### config.mk
export PLATFORM = sky130hd
export DESIGN_NAME = ple_rdgroup
export DESIGN_NICKNAME = d
export VERILOG_FILES = /design/src/rtl/core/ple_pkg.sv /design/src/rtl/core/ple_rdgroup.sv
export SDC_FILE = /design/constraint.sdc
export NUM_CORES = 1
export LEC_CHECK = 0
export BUFFER_PORTS_ARGS = -buffer_cell sky130_fd_sc_hd__buf_4
export CAP_MARGIN = 10
export CORE_AREA = 3 3 110 112
export DETAILED_ROUTE_END_ITERATION = 8
export DIE_AREA = 0 0 113 115
export GPL_TIMING_DRIVEN = 0
export SYNTH_ARGS = -nofsm -noshare
export SYNTH_HDL_FRONTEND = slang
export SYNTH_SLANG_ARGS = --single-unit
### constraint.sdc
create_clock -name aclk -period 1 [get_ports aclk]
set_input_delay 0.05 -clock aclk [delete_from_list [all_inputs] [get_ports aclk]]
set_output_delay 0.05 -clock aclk [all_outputs]
set_load 0.01 [all_outputs]
### src/rtl/core/ple_pkg.sv
// ple_pkg: shared types and constants for the positional list engine
// operation and status codes, field widths, and the cell command bundle
// no dependencies
package ple_pkg;

    localparam int DATA_W      = 32;
    localparam int FUNC_W      = 3;
    localparam int POS_W       = 6;
    localparam int STATUS_W    = 2;
    localparam int COUNT_OUT_W = 7;
    localparam int IN_TDATA_W  = 48;
    localparam int OUT_TDATA_W = 48;
    localparam int GROUP_N     = 8;

    localparam logic [FUNC_W-1:0] FUNC_INSERT   = 3'd0;
    localparam logic [FUNC_W-1:0] FUNC_RETRIEVE = 3'd1;
    localparam logic [FUNC_W-1:0] FUNC_REPLACE  = 3'd2;
    localparam logic [FUNC_W-1:0] FUNC_REMOVE   = 3'd3;
    localparam logic [FUNC_W-1:0] FUNC_CLEAR    = 3'd4;

    localparam logic [STATUS_W-1:0] ST_OK       = 2'd0;
    localparam logic [STATUS_W-1:0] ST_OVERFLOW = 2'd1;
    localparam logic [STATUS_W-1:0] ST_UNDER    = 2'd2;
    localparam logic [STATUS_W-1:0] ST_RANGE    = 2'd3;

    // broadcast to every cell in the cycle a beat is taken
    typedef struct packed {
        logic ins;   // open a gap at pos, shift the tail up
        logic rem;   // close the slot at pos, shift the tail down
        logic repl;  // overwrite the slot at pos
        logic rd;    // drive the slot at pos onto the read tree
    } ple_cmd_t;

endpackage

### src/rtl/core/ple_rdgroup.sv
// ple_rdgroup: registered or-reduction of one group of cell read taps
// depends on ple_pkg
module ple_rdgroup (
    input  logic                                        aclk,
    input  logic                                        en_i,
    input  logic [ple_pkg::GROUP_N-1:0][ple_pkg::DATA_W-1:0] hit_i,
    output logic [ple_pkg::DATA_W-1:0]                  part_o
);
    import ple_pkg::*;

    logic [DATA_W-1:0] part_reg;
    logic [DATA_W-1:0] part_next;

    always_comb begin
        part_next = '0;
        for (int k = 0; k < GROUP_N; k++) begin
            part_next = part_next | hit_i[k];
        end
    end

    always_ff @(posedge aclk) begin
        if (en_i) begin
            part_reg <= part_next;
        end
    end

    assign part_o = part_reg;

endmodule

==> qor.csv, run 1 <==
metric,value,unit
CTS root buf,clkbuf_16,
Crit-path slowest cell,edfxtp_1,
Sw Pwr,787,uW
vias in the first global route,2318,
DR iter-0 viols,29,
total CTS buffers,5,
clock sinks,32,
Worst Setup End Kind,output pin,
io pins,290,
Final Max Tran Viols,0,
Internal Power,3160,uW
total grt overflow,0,
Die W,113,um
synth-to-layout area growth,167,%
Post-CTS Hold Fix Bufs,0,
element type at the critical path start,flip-flop,
Final TNS setup,0,ns
Pwr Density,998,nW/um2
min Tclk post-route,0.870,ns
WS Path Type,flip-flop to output pin,
first-pass GRT wire length,10400,um
Rel. slew slack,71.3,%
first drt pass iteration count,2,
initial antenna violation count,0,
Clock Power Share,34.9,%
PortBufs,289,
Fin. Hold Viols,0,
routed vias,2286,
CTS tree,done,
worst hold stages,3,
P_leak,0.00181,uW
htree depth,2,
Post-CTS Resized,0,
Largest register FFs,32,
final WL,7570,um
synth unique cells,3,
status,finished clean,
largest net degree at the start of global routing,33,
multi-input logic area,520,um2
cell-by-cell listing of the critical path,buf_4,
fin nets,682,
slew of the pin with the lowest slew margin,0.431,ns
ANT cells,0,
FILL cells,1163,
Layout Utilization,34.9,%
DRC Markers,0,
hpwl dp,6750,um
post-synthesis sequential area ratio,64.9,%
crit-path max FO,1,
Max VDD drop,491,uV
Clock transition at path regs,0.05,ns
CORE AREA,11300,um2
share of cells above drive strength 1,69.7,%
Yosys warning total,0,
WP depth,1,
Rows,39,
final period utilization,87.0,%
Critical Path RT,0.95,ns
# setup viols final,0,
"Arr. time, crit path",0.82,ns
"slowest stage delay, CP",0.39,ns
sw frac,19.9,%
Reg area,961,um2
Yosys reg bits,32,
RSZ-0062 raised after global routing,no,
"Buf+Inv Stages, Crit Path",1,
CTS max path bufs,2,
post-CTS setup repair buffer count,0,
routability cong.,0.750,
Reg power frac,39.6,%
Worst Hold Class,input pin to flip-flop,
synthesized cell area,1480,um2
combinational power share,25.5,%
Die H,115,um
mean area per synthesized cell,11.6,um2
Post-Synthesis Cells,128,
vias per cell,4.05,
GRT Overall Usage,10.2,%
fmax,1.15,GHz
Starting Density,13.1,%
Syn Nets,386,
die footprint,13000,um2
post-route ant nets,0,
Max Cap Viol,0,
"CP delay by family, top",flip-flops,
Routed WL per cell,13.4,um
## cells in the mapped netlist
cell type / number / share of area (%)
nand2_1: 32 / 8.1
nor4_1: 64 / 27
edfxtp_1: 32 / 65
## metrics by stage
stage               worst slack (ns)  hold slack (ns)  instance area, um2  total power (uW)  cells
CTS                            0.108           0.0255                3960              4040    565
global route                  0.0816           0.0218                3960              4180    565
detailed placement            0.0600            0.308                3830              2610    560
global placement              0.0808            0.308                3830              2590    560
finish                         0.130           0.0364                3960              3950    565
floorplan                      0.381            0.162                1480              1680    128
## area by class of cell
| class | instances | share of cell area (%) |
|---|---|---|
| Clock buffer | 5 | 3.16 |
| Multi-Input combinational cell | 96 | 13.2 |
| Sequential cell | 32 | 24.3 |
| Tap cell | 143 | 4.52 |
| Timing Repair Buffer | 289 | 54.9 |
## cells by family (layout without fill, tap and decap cells)
family        count (synthesis)  after routing  share of synthesized area (%)
flops                        32             32                           64.9
buf+inv                       0            294                              0
simple gates                 96             96                           35.1
## placed cells by master, fill, tap and decap left out
cell type and n:
buf_4 289, clkbuf_16 5, edfxtp_1 32, nand2_1 32
nor4_1 64
## layer usage
metal  wire length, um  track usage [%]
met3               815             3.16
met1              2400             9.89
met5                 0                0
met4                46             3.13
met2              4310             20.3
## power by group through the flow
| stage | combinational (uW) | sequential (uW) | clock (uW) |
|---|---|---|---|
| after detailed placement | 1020 | 1590 | 0 |
| after global placement | 1000 | 1590 | 0 |
| after global routing | 1080 | 1570 | 1530 |
| after floorplan | 48.2 | 1630 | 0 |
| after CTS | 1020 | 1560 | 1460 |
| final | 1010 | 1560 | 1380 |
## path summary, 6_finish.rpt
| check | startpoint | end | slack, ns |
|---|---|---|---|
| worst max-delay path | part_o[15] | part_o[15] | 0.13 |
| worst min-delay path | hit_i[253] | part_o[29] | 0.04 |
Power figures use the tool's default switching activity.
==> run 2: changes to the inputs <==
--- a/config.mk
+++ b/config.mk
@@ -11,6 +11,7 @@
 export DETAILED_ROUTE_END_ITERATION = 8
 export DIE_AREA = 0 0 113 115
 export GPL_TIMING_DRIVEN = 0
+export PLACE_DENSITY_LB_ADDON = 0.3
 export SYNTH_ARGS = -nofsm -noshare
 export SYNTH_HDL_FRONTEND = slang
 export SYNTH_SLANG_ARGS = --single-unit
==> constraint.sdc (replaced) <==
create_clock -name aclk -period 1.03 [get_ports aclk]
set_input_delay 0.0515 -clock aclk [delete_from_list [all_inputs] [get_ports aclk]]
set_output_delay 0.0515 -clock aclk [all_outputs]
set_load 0.01 [all_outputs]
==> run 2 against run 1 <==
Net effect:
- sequential share of layout area fell by 0.069 points
- sequential power fell by 3%
- largest cell class unchanged
- cell area up 0.28%
==> qor.csv, run 2 (synthesis results as in run 1) <==
metric,value,unit,change
Pwr Density,981,nW/um2,-1.7%
Max Cap Viol,0,,unchanged
fin nets,682,,unchanged
vias in the first global route,2327,,+0.39%
Final TNS setup,0,ns,unchanged
CTS tree,done,,
final WL,7490,um,-1.1%
"Arr. time, crit path",0.83,ns,about the same
"CP delay by family, top",flip-flops,,
status,finished clean,,
CTS root buf,clkbuf_16,,
post-route ant nets,0,,unchanged
routability cong.,0.759,,+1.2%
# setup viols final,0,,unchanged
P_leak,0.00181,uW,+0.22%
die footprint,13000,um2,unchanged
Crit-path slowest cell,edfxtp_1,,
largest net degree at the start of global routing,33,,unchanged
initial antenna violation count,0,,unchanged
first-pass GRT wire length,10400,um,+0.34%
total grt overflow,0,,unchanged
fmax,1.13,GHz,
post-CTS setup repair buffer count,0,,unchanged
Hold Slack,0.0320,ns,-0.00435 ns
clock sinks,32,,unchanged
most frequent cells in the layout,"289 x buf_4, 64 x nor4_1, 32 x nand2_1, 32 x edfxtp_1, 5 x clkbuf_16",,
Post-CTS Resized,0,,unchanged
share of cells above drive strength 1,69.2,%,-0.49 points
CTS max path bufs,2,,unchanged
Largest register FFs,32,,unchanged
Worst Setup End Kind,output pin,,
crit-path max FO,1,,unchanged
first drt pass iteration count,4,,+2
Die W,113,um,unchanged
min Tclk post-route,0.886,ns,
vias per cell,4.07,,+0.60%
final period utilization,86.0,%,
routed vias,2312,,+1.1%
Worst Hold Class,input pin to flip-flop,,
synth-to-layout area growth,168,%,
element type at the critical path start,flip-flop,,
"Buf+Inv Stages, Crit Path",1,,unchanged
CORE AREA,11300,um2,unchanged
Routed WL per cell,13.2,um,-1.7%
DR iter-0 viols,31,,+6.9%
io pins,290,,unchanged
Max VDD drop,541,uV,+10%
Rows,39,,unchanged
"slowest stage delay, CP",0.40,ns,about the same
Die H,115,um,unchanged
Starting Density,13.1,%,unchanged
Rel. slew slack,71.8,%,+0.57 points
PortBufs,289,,unchanged
htree depth,2,,unchanged
Post-CTS Hold Fix Bufs,0,,unchanged
ANT cells,0,,unchanged
Fin. Hold Viols,0,,unchanged
DRC Markers,0,,unchanged
cell-by-cell listing of the critical path,buf_4,,
Clock transition at path regs,0.05,ns,about the same
RSZ-0062 raised after global routing,no,,
slew of the pin with the lowest slew margin,0.423,ns,-0.00860 ns
hpwl dp,6570,um,-2.5%
GRT Overall Usage,10.1,%,-0.054 points
"commonest non-fill, non-tap cell in the layout",buf_4,,
Final Max Tran Viols,0,,unchanged
total CTS buffers,5,,unchanged
WS Path Type,flip-flop to output pin,,
Critical Path RT,0.98,ns,+0.03 ns
-- run 2: changes by cell type in the layout (fill, tap and decap cells not counted) --
cell / delta
clkbuf_1: +2
clkinv_1: +1
-- run 2: per-layer routing --
metal	vias up	track usage (%)	share of wire (%)
li1	1136	-	-
met1	997	9.35	29
met2	173	20.5	56
met3	6	3.58	14
met4	0	3.04	1.1
met5	-	0	0
-- run 2: area by class of cell --
class	instances	area [um2]
clock inverter	1	3.75
sequential	32	961
tap	143	179
clock buffer	7	133
multi-input combinational	96	520
fill	1166	7350
timing repair buffer	289	2170
-- run 2: path summary, 6_finish.rpt --
| path | slack, ns | start | endpoint | depth (start not counted) |
|---|---|---|---|---|
| hold / removal | 0.03 | hit_i[233] | part_o[9] | 3 |
| setup / recovery | 0.14 | part_o[8] | part_o[8] | 1 |
-- run 2: power by group --
group / switching (uW) / internal [uW]
registers: 18.0 / 1500
logic: 259 / 715
clock network: 510 / 888
-- run 2: stage by stage --
stage / cell area, um2 / total power (uW) / util [%] / instances / setup slack [ns]
final: 3970 / 3890 / 35.0 / 568 / 0.144
after global routing: 3970 / 4100 / 35.0 / 568 / 0.106
after CTS: 3970 / 3990 / 35.0 / 568 / 0.122
after detailed placement: 3830 / 2530 / 33.8 / 560 / 0.0653
after global placement: 3830 / 2510 / 33.8 / 560 / 0.0620
after floorplan: 1480 / 1630 / - / 128 / 0.410
