`src/rtl/core/ple_pkg.sv`:
```
// ple_pkg: shared types and constants for the positional list engine
// operation and status codes, field widths, and the cell command bundle
// no dependencies
package ple_pkg;

    localparam int DATA_W      = 32;
    localparam int FUNC_W      = 3;
    localparam int POS_W       = 6;
    localparam int STATUS_W    = 2;
    localparam int COUNT_OUT_W = 7;
    localparam int IN_TDATA_W  = 48;
    localparam int OUT_TDATA_W = 48;
    localparam int GROUP_N     = 8;

    localparam logic [FUNC_W-1:0] FUNC_INSERT   = 3'd0;
    localparam logic [FUNC_W-1:0] FUNC_RETRIEVE = 3'd1;
    localparam logic [FUNC_W-1:0] FUNC_REPLACE  = 3'd2;
    localparam logic [FUNC_W-1:0] FUNC_REMOVE   = 3'd3;
    localparam logic [FUNC_W-1:0] FUNC_CLEAR    = 3'd4;

    localparam logic [STATUS_W-1:0] ST_OK       = 2'd0;
    localparam logic [STATUS_W-1:0] ST_OVERFLOW = 2'd1;
    localparam logic [STATUS_W-1:0] ST_UNDER    = 2'd2;
    localparam logic [STATUS_W-1:0] ST_RANGE    = 2'd3;

    // broadcast to every cell in the cycle a beat is taken
    typedef struct packed {
        logic ins;   // open a gap at pos, shift the tail up
        logic rem;   // close the slot at pos, shift the tail down
        logic repl;  // overwrite the slot at pos
        logic rd;    // drive the slot at pos onto the read tree
    } ple_cmd_t;

endpackage

```
`src/rtl/core/ple_cell.sv`:
```
// ple_cell: one list slot with its neighbor shift muxes
// depends on ple_pkg
module ple_cell #(
    parameter int INDEX = 0,
    parameter int IDX_W = 8
) (
    input  logic                     aclk,
    input  ple_pkg::ple_cmd_t        cmd_i,
    input  logic [IDX_W-1:0]         pos_i,
    input  logic [ple_pkg::DATA_W-1:0] value_i,
    input  logic [ple_pkg::DATA_W-1:0] left_i,
    input  logic [ple_pkg::DATA_W-1:0] right_i,
    output logic [ple_pkg::DATA_W-1:0] slot_o,
    output logic [ple_pkg::DATA_W-1:0] hit_o
);
    import ple_pkg::*;

    localparam logic [IDX_W-1:0] MY_IDX = IDX_W'(INDEX);

    logic [DATA_W-1:0] slot_reg;
    logic [DATA_W-1:0] slot_next;
    logic              at_pos;
    logic              above_pos;

    assign at_pos    = (pos_i == MY_IDX);
    assign above_pos = (MY_IDX > pos_i);

    always_comb begin
        slot_next = slot_reg;
        priority if (cmd_i.ins && at_pos) begin
            slot_next = value_i;
        end else if (cmd_i.ins && above_pos) begin
            slot_next = left_i;
        end else if (cmd_i.rem && (at_pos || above_pos)) begin
            slot_next = right_i;
        end else if (cmd_i.repl && at_pos) begin
            slot_next = value_i;
        end else begin
            slot_next = slot_reg;
        end
    end

    always_ff @(posedge aclk) begin
        slot_reg <= slot_next;
    end

    assign slot_o = slot_reg;
    assign hit_o  = (cmd_i.rd && at_pos) ? slot_reg : '0;

endmodule

```
`config.mk`:
```
export PLATFORM = sky130hd
export DESIGN_NAME = ple_cell
export DESIGN_NICKNAME = d
export VERILOG_FILES = /design/src/rtl/core/ple_pkg.sv /design/src/rtl/core/ple_cell.sv
export SDC_FILE = /design/constraint.sdc
export NUM_CORES = 1
export LEC_CHECK = 0
export BUFFER_PORTS_ARGS = -buffer_cell sky130_fd_sc_hd__buf_2
export CAP_MARGIN = 30
export CORE_ASPECT_RATIO = 2
export CORE_MARGIN = 3
export CORE_UTILIZATION = 36
export CTS_CLUSTER_DIAMETER = 30
export DETAILED_ROUTE_END_ITERATION = 10
export GPL_ROUTABILITY_DRIVEN = 0
export GPL_TIMING_DRIVEN = 0
export PLACE_DENSITY = 0.81
export SLEW_MARGIN = 30
export SYNTH_ARGS = -nofsm -noshare
export SYNTH_HDL_FRONTEND = slang
export SYNTH_SLANG_ARGS = --single-unit
```
`constraint.sdc`:
```
create_clock -name aclk -period 2.1 [get_ports aclk]
set_input_delay 0.315 -clock aclk [delete_from_list [all_inputs] [get_ports aclk]]
set_output_delay 0.315 -clock aclk [all_outputs]
set_load 0.005 [all_outputs]
```
==> results by group, run 1 <==
Power and ir drop
  • Worst VDD drop: 0.442 mV
  • Power, Total: 0.00127 W
  • PwrDens: slightly below 500 nW/um2
  • Leakage power: 1.39 nW

Timing
  • Fmax: 0.514 GHz
  • Final setup vio count: 0
  • RSZ-0062 raised after global routing: false
  • Worst-Margin Slew: roughly 800 ps
  • Crit share post-route: 0.926
  • Fin. Hold Viols: 0
  • Relative slew margins: 0.482
  • Slew Viols, Final: 0
  • Final TNS setup: 0 ps
  • Crit path time final: ~1900 ps

Yosys
  • Syn_area_per_cell: between 15 and 20 um2
  • Synth warnings: 0
  • Flops & latches, synth: 32
  • Sequential share of the synthesized area: 0.550
  • Cells after Synth: 107
  • Net Count, Synth: 216
  • Cell variety after synth: 10
  • Mapped cell area: 1750 um2

GRT
  • Met3 Use GR: 0.0323
  • Grt met2 use: 0.310
  • M1 GR Usage: 0.153
  • First-pass GRT wire length: 7270 um
  • Total global-route track usage: 0.160
  • Largest net degree at the start of global routing: 33
  • Total gr overflow: 0
  • Initial antenna violation count: 0
  • Vias in the first global route: approximately 1.5k
  • Top Usage Layer GRT: met2

Place
  • DP Wirelength: 3940 um
  • Input/output buffers: 140
  • DP Area: 2520 um2

Clock tree
  • Maximum root-to-sink buffer count: 2
  • Reg clk slew, reported paths: 60 ps
  • CTS tree: done
  • Htree depth: 2
  • # clock sinks: 32
  • CTS Buf Count: 5
  • Root buf cell: clkbuf_8

Cells and area
  • Nets: around 360
  • Most frequent cells in the layout: buf_2 (140), and2_1 (32), edfxtp_1 (32), mux2_4 (30), clkbuf_8 (5)
  • Ant. Diodes: 0
  • Final Core Density: 0.564
  • Commonest non-fill, non-tap cell in the layout: buf_2
  • Max FFs per register: 32
  • Fill cells: 439
  • Layout cells sized above 1: 0.741
  • Synth-to-layout area growth: 49.9%
  • Post-route cell area: 2620 um2

Flow run
  • Max Cap Viol: 0

Worst setup path
  • Setup CP Type: in -> out
  • Critical path capture point type: primary output
  • Cell Chain, Critical Path: buf_2 -> nor4_4 -> and3_2 -> clkbuf_1 -> and2_1 -> buf_2
  • CP most frequent cell: buf_2
  • CP arrival: 1630 ps
  • CP Launch Type: input pin
  • Worst-path fanout max: 10
  • Largest stage delay, worst path: between 300 and 400 ps
  • Slowest stage cell, crit path: nor4_4
  • Critical Path RT: 1780 ps

Route
  • Drt total wl: between 4000 and 5000 um
  • Total number of vias: 1,425
  • Drt first pass iters: 3
  • WL per Instance: 14.6 um
  • Post-route ant nets: 0
  • Iter 0 DRT Violations: 39
  • Drt via density: between 4 and 5
  • DRC Markers: 0

Hold path
  • Min-delay worst type: in -> reg
  • Hold EP: slot_o[4]
  • Hold path depth: 2
  • Hold path start: right_i[4]

Floorplan
  • IO Pins: about 170
  • Die X: approximately 55 um
  • Die H: 105 um
  • Core Box Area: 4640 um2
  • Row cnt: 35
  • Initial Util: 0.376
  • Die area: 5770 um2

Run status
  • Run status: finished clean
cells in the mapped netlist:
cell      instances  area, um2
o311a_2           1       11.3
buf_6             3       33.8
nor4_2            2       25.0
and2_1           32        200
mux2_4           30        450
edfxtp_1         32        961
mux2_2            2       22.5
and3_2            1       7.51
nand4b_4          1       23.8
clkbuf_1          3       11.3
what timing repair did:
item                                   in CTS  in global routing
setup endpoints to repair                  19                  1
endpoints found under the hold margin       0                  0
gates resized for setup                     3                  2
hold buffers                                0                  0
buffers inserted                            0                  0
where the power goes:
| part | switching, W | internal, W | total, W |
|---|---|---|---|
| Combinational | 0.0000388 | 0.0000938 | 0.000133 |
| Clock | 0.000206 | 0.000224 | 0.000431 |
| Sequential | 0.000000885 | 0.000705 | 0.000706 |
| Total | 0.000246 | 0.00102 | 0.00127 |
worst max-delay path, delay by kind of cell:
kind | cells | cell delay (ps)
buffers and inverters | 3 | 490
and+or+nand+nor | 3 | 820
cells by family (layout without fill, tap and decap cells):
family | count (synthesis) | after routing | share of synthesized area
mux | 32 | 32 | 0.271
flops | 32 | 32 | 0.550
buf+inv | 6 | 154 | 0.0258
simple gates | 36 | 36 | 0.147
compound gates | 1 | 1 | 0.00645
stage by stage:
| stage | std cells | hold slack [ps] | setup WS [ps] |
|---|---|---|---|
| floorplan | 107 | 532 | 368 |
| global route | 310 | 332 | 28.0 |
| detailed placement | 302 | 619 | -49.2 |
| CTS | 310 | 331 | 77.1 |
| finish | 310 | 336 | 155 |
| global placement | 302 | 618 | -16.1 |
worst max-delay path by stage:
stage / end / startpoint / cells past startpoint / slack [ps]
after global routing: hit_o[12] / pos_i[1] / 6 / 30
after CTS: hit_o[8] / pos_i[1] / 6 / 80
final: hit_o[16] / pos_i[1] / 6 / 150
after global placement: hit_o[30] / pos_i[5] / 6 / -20
after floorplan: slot_o[0] / pos_i[5] / 2 / 370
after detailed placement: hit_o[23] / pos_i[1] / 6 / -50
per-layer routing:
layer / routed length (um) / part of all wire
met5: 0 / 0
met4: 101 / 0.022
met3: 389 / 0.086
met2: 2570 / 0.57
met1: 1470 / 0.33
area by class of cell:
class | count | area [um2] | area share
buffer | 6 | 47.5 | 0.0182
clock buffer | 5 | 68.8 | 0.0263
clock inverter | 3 | 13.8 | 0.00526
multi-input combinational | 69 | 758 | 0.290
sequential | 32 | 961 | 0.367
tap | 55 | 68.8 | 0.0263
timing repair buffer | 140 | 701 | 0.268
(Power assumes the default switching activity.)
==> run 2, diff against run 1 <==
- CELL_PAD_IN_SITES_DETAIL_PLACEMENT: default -> 1
- CELL_PAD_IN_SITES_GLOBAL_PLACEMENT: default -> 1
- CORE_UTILIZATION: 36 -> 26
- PLACE_DENSITY: 0.81 -> default
- PLACE_DENSITY_LB_ADDON: default -> 0.1
==> results by group, run 2 (same netlist as run 1, synthesis figures left out) <==
Clock tree
  • Reg clk slew, reported paths: 60 ps
  • CTS tree: done
  • Post-cts resize count: 3
  • Hold_buf cts: 0
  • Htree depth: 2
  • Post CTS Setup Buffer Count: 0
  • Root buf cell: clkbuf_16
  • Maximum root-to-sink buffer count: 2
  • CTS Buf Count: 5
  • # clock sinks: 32

Power and ir drop
  • Leakage power: between 1 and 1.5 nW
  • Sw frac: 0.193
  • Net switching power: slightly below 0.0003 W
  • Clock share of power: 0.453
  • PwrDens: 563 nW/um2
  • Seq pwr share: 0.464
  • Worst VDD drop: 0.444 mV
  • Share of power burned in combinational logic: 0.083
  • Power, Total: around 0.0015 W
  • Int Pwr: 0.00123 W

Timing
  • Final setup vio count: 0
  • Fmax: 0.516 GHz
  • Worst-Margin Slew: around 830 ps
  • Slew Viols, Final: 0
  • Relative slew margins: 0.444
  • RSZ-0062 raised after global routing: false
  • Crit share post-route: 0.923
  • Fin. Hold Viols: 0
  • Crit path time final: 1940 ps

Run status
  • Run status: finished clean

Floorplan
  • Core Box Area: 6410 um2
  • IO Pins: 173
  • Die area: 7800 um2
  • Die X: 64.0 um
  • Initial Util: 0.272
  • Row cnt: 41
  • Die H: 122 um

Worst setup path
  • Critical path capture point type: primary output
  • CP Launch Type: input pin
  • Cell Chain, Critical Path: buf_2 -> nor4_2 -> and3_2 -> clkbuf_2 -> and2_1 -> buf_2
  • CP arrival: 1620 ps
  • CP most frequent cell: buf_2
  • Largest stage delay, worst path: 430 ps
  • Critical Path RT: 1780 ps
  • Worst-path fanout max: 10
  • Setup CP Type: in -> out
  • Slowest stage cell, crit path: nor4_2

GRT
  • Total gr overflow: 0
  • First-pass GRT wire length: 7200 um
  • Vias in the first global route: 1,492
  • Largest net degree at the start of global routing: 33
  • Initial antenna violation count: 0
  • Total global-route track usage: 0.123

Cells and area
  • Synth-to-layout area growth: 54.9%
  • Ant. Diodes: 0
  • Max FFs per register: 32
  • Non-filler cells, final: roughly 340
  • Nets: 363
  • Most frequent cells in the layout: buf_2 (140), and2_1 (32), edfxtp_1 (32), mux2_4 (30), clkbuf_16 (5)
  • Commonest non-fill, non-tap cell in the layout: buf_2
  • Layout cells sized above 1: 0.745

Hold path
  • Min-delay worst type: in -> reg

Place
  • Placed insts: 333
  • DP Wirelength: about 4100 um
  • Input/output buffers: 140

Route
  • DRC Markers: 0
  • WL per Instance: 14.4 um
  • Post-route ant nets: 0
  • Total number of vias: between 1k and 1.5k
  • Iter 0 DRT Violations: 27
  • Drt total wl: 4910 um
  • Drt first pass iters: 4
  • Drt via density: 4.18

Flow run
  • Max Cap Viol: 0
==> run 2: cell counts in the layout (fill, tap and decap cells not counted) <==
Identical to the previous run, type by type.
==> run 2: power groups by stage <==
stage	Sequential, W	Clock [W]	Combinational (W)
floorplan	0.000719	0	0.0000495
global placement	0.000719	0	0.000122
detailed placement	0.000719	0	0.000126
CTS	0.000706	0.000723	0.000127
global route	0.000706	0.000752	0.000137
finish	0.000706	0.000689	0.000127
==> run 2: metrics by stage <==
step	setup WS (ps)	hold WS (ps)	TNS [ps]	area, um2	utilization
2_1_floorplan	368	532	0	1750	-
3_3_place_gp	-65.9	615	-1760	2550	0.398
3_5_place_dp	-62.4	619	-2790	2550	0.398
4_1_cts	85.9	324	0	2700	0.421
5_1_grt	5.53	325	0	2710	0.422
6_report	161	332	0	2710	0.422
==> run 2: final cells by class <==
type,count,area (um2)
multi-input combinational,69,749
sequential,32,961
buffer,6,48.8
clock inverter,3,13.8
timing repair buffer,140,701
fill,761,3710
tap,86,108
clock buffer,5,125
==> run 2: worst paths after layout <==
path,start,to,slack (ps),depth (start not counted)
worst max-delay path,pos_i[5],hit_o[18],160,6
worst min-delay path,right_i[20],slot_o[20],330,2
==> run 2: metal layers <==
metal | GRT usage | wire [um] | vias up
met5 | 0 | 0 | -
met3 | 0.0461 | 505 | 5
met1 | 0.0997 | 1440 | 644
li1 | - | - | 683
met2 | 0.248 | 2880 | 93
met4 | 0.0528 | 79 | 0
==> run 2: critical path: cells and delay by family <==
kind / cells / cell delay, ps
simple gates: 3 / 880
buf+inv: 3 / 420
